[src/hdl/mbt_pkg.sv]
`timescale 1ns / 1ps
// ----------------------------------------------------------------------------
// mbt_pkg
// Shared types, codes and helpers of the Moore-neighbor boundary tracer.
// ----------------------------------------------------------------------------
package mbt_pkg;

  // Field widths
  localparam int POS_W      = 6;   // row / column of a pixel
  localparam int POS_LIMIT  = 64;  // positions a 6-bit field can reach
  localparam int AREA_W     = 7;   // row / column counts, 0..64 and beyond
  localparam int LEVEL_W    = 8;
  localparam int DIR_W      = 3;
  localparam int CFG_IDX_W  = 2;
  localparam int CFG_DATA_W = 8;

  // Operation codes
  localparam logic OP_LOAD = 1'b0;
  localparam logic OP_STEP = 1'b1;

  // Configuration register indexes
  localparam logic [CFG_IDX_W-1:0] CFG_IMAGE_ROWS       = 2'd0;
  localparam logic [CFG_IDX_W-1:0] CFG_IMAGE_COLS       = 2'd1;
  localparam logic [CFG_IDX_W-1:0] CFG_FOREGROUND_LEVEL = 2'd2;

  // Configuration reset values
  localparam logic [AREA_W-1:0]  IMAGE_ROWS_RST       = 7'd64;
  localparam logic [AREA_W-1:0]  IMAGE_COLS_RST       = 7'd64;
  localparam logic [LEVEL_W-1:0] FOREGROUND_LEVEL_RST = 8'd255;

  // Direction codes, rows grow southward, columns eastward
  localparam logic [DIR_W-1:0] DIR_S    = 3'd0;  // (+1, 0)
  localparam logic [DIR_W-1:0] DIR_SW   = 3'd1;  // (+1,-1)
  localparam logic [DIR_W-1:0] DIR_WEST = 3'd2;  // ( 0,-1)
  localparam logic [DIR_W-1:0] DIR_NW   = 3'd3;  // (-1,-1)
  localparam logic [DIR_W-1:0] DIR_N    = 3'd4;  // (-1, 0)
  localparam logic [DIR_W-1:0] DIR_NE   = 3'd5;  // (-1,+1)
  localparam logic [DIR_W-1:0] DIR_E    = 3'd6;  // ( 0,+1)
  localparam logic [DIR_W-1:0] DIR_SE   = 3'd7;  // (+1,+1)
  localparam logic [DIR_W-1:0] DIR_START = DIR_SE;

  // Request and result payloads
  typedef struct packed {
    logic               operation;
    logic [POS_W-1:0]   pixel_row;
    logic [POS_W-1:0]   pixel_col;
    logic [LEVEL_W-1:0] pixel_level;
  } mbt_req_t;

  typedef struct packed {
    logic             point_valid;
    logic [POS_W-1:0] point_row;
    logic [POS_W-1:0] point_col;
    logic             closes_contour;
  } mbt_res_t;

  localparam mbt_res_t NO_POINT = '{point_valid: 1'b0, point_row: '0,
                                    point_col: '0, closes_contour: 1'b1};

  // Outcome of one neighbor search
  typedef struct packed {
    logic             found;
    logic [DIR_W-1:0] dir;
  } nbr_hit_t;

  typedef struct packed {
    logic [POS_W-1:0] row;
    logic [POS_W-1:0] col;
  } pos_t;

  // One move in a direction, wrapping in 6 bits
  function automatic pos_t step_pos(input pos_t p, input logic [DIR_W-1:0] d);
    pos_t q;
    q = p;
    case (d)
      DIR_S:    begin q.row = p.row + 1'b1; end
      DIR_SW:   begin q.row = p.row + 1'b1; q.col = p.col - 1'b1; end
      DIR_WEST: begin q.col = p.col - 1'b1; end
      DIR_NW:   begin q.row = p.row - 1'b1; q.col = p.col - 1'b1; end
      DIR_N:    begin q.row = p.row - 1'b1; end
      DIR_NE:   begin q.row = p.row - 1'b1; q.col = p.col + 1'b1; end
      DIR_E:    begin q.col = p.col + 1'b1; end
      DIR_SE:   begin q.row = p.row + 1'b1; q.col = p.col + 1'b1; end
      default: begin q = p; end
    endcase
    return q;
  endfunction

endpackage

[src/hdl/mbt_nbr_search.sv]
`timescale 1ns / 1ps
// ----------------------------------------------------------------------------
// mbt_nbr_search
// Finds the next contour neighbor in a 3x3 window, rotating from the
// start direction that the last move sets.
// ----------------------------------------------------------------------------
module mbt_nbr_search (
  input  logic [2:0][2:0]             window,   // [row above..below][col left..right]
  input  logic [mbt_pkg::DIR_W-1:0]   last_dir,
  output mbt_pkg::nbr_hit_t           hit
);
  import mbt_pkg::*;

  logic [7:0]       nbr;
  logic [DIR_W-1:0] first;

  // Neighbor bits indexed by direction code
  always_comb begin
    nbr = '0;
    nbr[DIR_S]    = window[2][1];
    nbr[DIR_SW]   = window[2][0];
    nbr[DIR_WEST] = window[1][0];
    nbr[DIR_NW]   = window[0][0];
    nbr[DIR_N]    = window[0][1];
    nbr[DIR_NE]   = window[0][2];
    nbr[DIR_E]    = window[1][2];
    nbr[DIR_SE]   = window[2][2];
  end

  // Odd direction backs off two steps, even one
  assign first = last_dir[0] ? (last_dir + 3'd6) : (last_dir + 3'd7);

  // First set neighbor going up from the start direction
  always_comb begin
    logic [DIR_W-1:0] d;
    hit = '0;
    for (int k = 7; k >= 0; k--) begin
      d = first + DIR_W'(k);
      if (nbr[d]) begin
        hit.found = 1'b1;
        hit.dir   = d;
      end
    end
  end

endmodule

[config.mk]
export PLATFORM = sky130hd
export DESIGN_NAME = mbt_nbr_search
export DESIGN_NICKNAME = d
export VERILOG_FILES = /design/src/hdl/mbt_pkg.sv /design/src/hdl/mbt_nbr_search.sv
export SDC_FILE = /design/constraint.sdc
export NUM_CORES = 1
export LEC_CHECK = 0
export BUFFER_PORTS_ARGS = -buffer_cell sky130_fd_sc_hd__buf_2
export CAP_MARGIN = 20
export CELL_PAD_IN_SITES_DETAIL_PLACEMENT = 0
export CELL_PAD_IN_SITES_GLOBAL_PLACEMENT = 1
export CORE_AREA = 2 2 39 41
export DETAILED_ROUTE_END_ITERATION = 8
export DIE_AREA = 0 0 41 43
export GPL_TIMING_DRIVEN = 0
export PLACE_DENSITY_LB_ADDON = 0.1
export SYNTH_ARGS = -nofsm -noshare
export SYNTH_HDL_FRONTEND = slang
export SYNTH_SLANG_ARGS = --single-unit
export TNS_END_PERCENT = 30
[constraint.sdc]
create_clock -name vclk -period 1.3
set_input_delay 0 -clock vclk [all_inputs]
set_output_delay 0 -clock vclk [all_outputs]
set_load 0.05 [all_outputs]
==> summary.txt <==
Run status
  • Status: finished clean

Placed design
  • Detail Placement HPWL: 1038 um
  • Placed cell count: 87
  • GPL Wtd Cong: 0.7806
  • Place WS: -0.1536 ns
  • IO buf count: 11

Clock network
  • Cts hold-fix bufs: 0

Global routing
  • Global Route Usage Sum: 0.1809
  • Antenna violations before repair: 0
  • Largest net degree at the start of global routing: 11
  • Vias in the first global route: 498
  • Overflow after GRT: 0
  • First-pass GRT wire length: 2339 um

Synth
  • Sequential share of the synthesized area: 0
  • Cells after Synth: 60
  • Synth warn: 0
  • Mapped cell area: 430.4 um^2
  • Synth area leaders: mux4_1, mux4_2, a21oi_1
  • Syn_nets: 72
  • Syn avg cell area: 7.174 um^2
  • Share of the synthesized area in the top cell type: 0.1221
  • Distinct cells, synth: 32
  • Area leader, netlist: mux4_1

Layout
  • Share of layout cells above drive strength 1: 0.4189
  • NumNets Final: 88
  • Finished Layout Cells: 90
  • Area grow syn2layout: 48.55%
  • Antenna cells: 0
  • Seq_cells: 0
  • Most frequent cells in the layout: buf_2, a21oi_1, buf_6, nor2_1, buf_4
  • Sequential Area: 0 um^2
  • # clk buffers: 0

Timing
  • Fin. max-slew vios: 0
  • Min cycle time layout: 1.258 ns
  • Final Cycle Share: 0.9681
  • Final setup violation count: 0
  • Final Hold Vio Count: 0
  • Pin slew with the least headroom to its limit: 0.3575 ns
  • Fmax: 794.6 MHz
  • Max-slew headroom: 0.7594
  • Setup TNS: 0 ns
  • Post-route setup slack: 0.04150 ns

Power and ir drop
  • VDD IR max: 196.4 uV
  • Pwr/cell area: 437.6 nW/um^2
  • Leakage dissipation: 0.2465 nW

Detailed routing
  • DR pass1 iterations: 4
  • Wire length on met1: 672 um
  • Antenna Nets Post-Route: 0
  • Routed wl met3: 41 um
  • Initial DRC count: 9
  • Met2 wire len: 754 um
  • Avg WL per Cell: 16.38 um
  • Remaining DRCs: 0
  • Max Used Layer: met4
  • Vias: 563
  • Post-DR vias/cell: 6.256
  • Routed Wire Length: 1474 um

Floorplan
  • Core Region: 1384 um^2
  • Initial Util: 0.3110
  • Rows: 14
  • # IOs: 16
  • Chip width: 41 um
  • Die H: 43 um
  • Die ar.: 1763 um^2

Critical path
  • Critical Path RT: 1.30 ns
  • CP max FO: 7
  • Setup CP Type: in2out
  • Startpoint Class: primary input
  • CP arrival: 1.26 ns
  • Worst Setup End Kind: output port

Run
  • Max-Cap Viols: 0

Min path
  • Worst hold path class: in2out
## kinds of logic after synthesis
group,Yosys count,synth area share
buffers and inverters,9,0.1075
AOI/OAI and AO/OA,26,0.4070
and+or+nand+nor,20,0.2355
muxes,5,0.2500
## worst max-delay path, stage by stage
cell and delay (ns):
buf_8 0.11, mux4_2 0.47, a21oi_2 0.14, a221oi_2 0.06
o21a_1 0.19, a21oi_2 0.12, buf_6 0.17
## synthesized netlist by cell type, types with 2 or more instances
cell,number
mux4_2,2
o21ai_0,2
a21boi_0,2
a21oi_1,6
nand2_1,3
a31oi_1,2
nor2_1,6
inv_1,2
o22ai_1,2
buf_2,4
nor4_1,2
nor3_1,3
o21bai_1,2
mux4_1,2
o32ai_1,2
a211oi_1,2
## metal layers
metal  GRT usage  vias to the layer above
li1            -                      269
met1      0.2645                      277
met2      0.3063                       15
met3           0                        2
met4           0                        0
met5           0                        -
## metrics by stage
step / util / instance area, um^2 / hold slack, ns / power (mW)
global route: 0.4620 / 639.4 / 0.4980 / 0.2967
global placement: 0.3725 / 515.5 / 0.5627 / 0.2275
CTS: 0.3888 / 538.0 / 0.5590 / 0.2421
detailed placement: 0.3725 / 515.5 / 0.5595 / 0.2276
floorplan: - / 440.4 / 0.3607 / 0.1665
finish: 0.4620 / 639.4 / 0.4802 / 0.2798
## what timing repair did
| action | CTS | global route |
|---|---|---|
| cloned | 0 | 1 |
| pin swaps | 1 | 1 |
| endpoints found under the hold margin | 0 | 0 |
| endpoints found under the setup margin | 3 | 3 |
| gates resized for setup | 7 | 24 |
| setup buffers | 0 | 2 |
## path summary, 6_finish.rpt
kind / start / endpoint / slack [ns] / cells after the start
worst min-delay path: window[1] / hit[3] / 0.48 / 4
worst max-delay path: window[7] / hit[1] / 0.04 / 7
## where the power goes
part	total (mW)	switching, mW	leakage (nW)	internal (mW)
combinational	0.280	0.155	0.247	0.124
clock	0	0	0	0
sequential	0	0	0	0
## final cells by class
class | instances | area (um^2)
multi-input combinational | 51 | 415.4
buffer | 6 | 58.81
timing repair buffer | 14 | 131.4
inverter | 3 | 13.76
tap | 16 | 20.02
fill | 152 | 744.5
No activity file was read; power rests on OpenSTA's default activity.
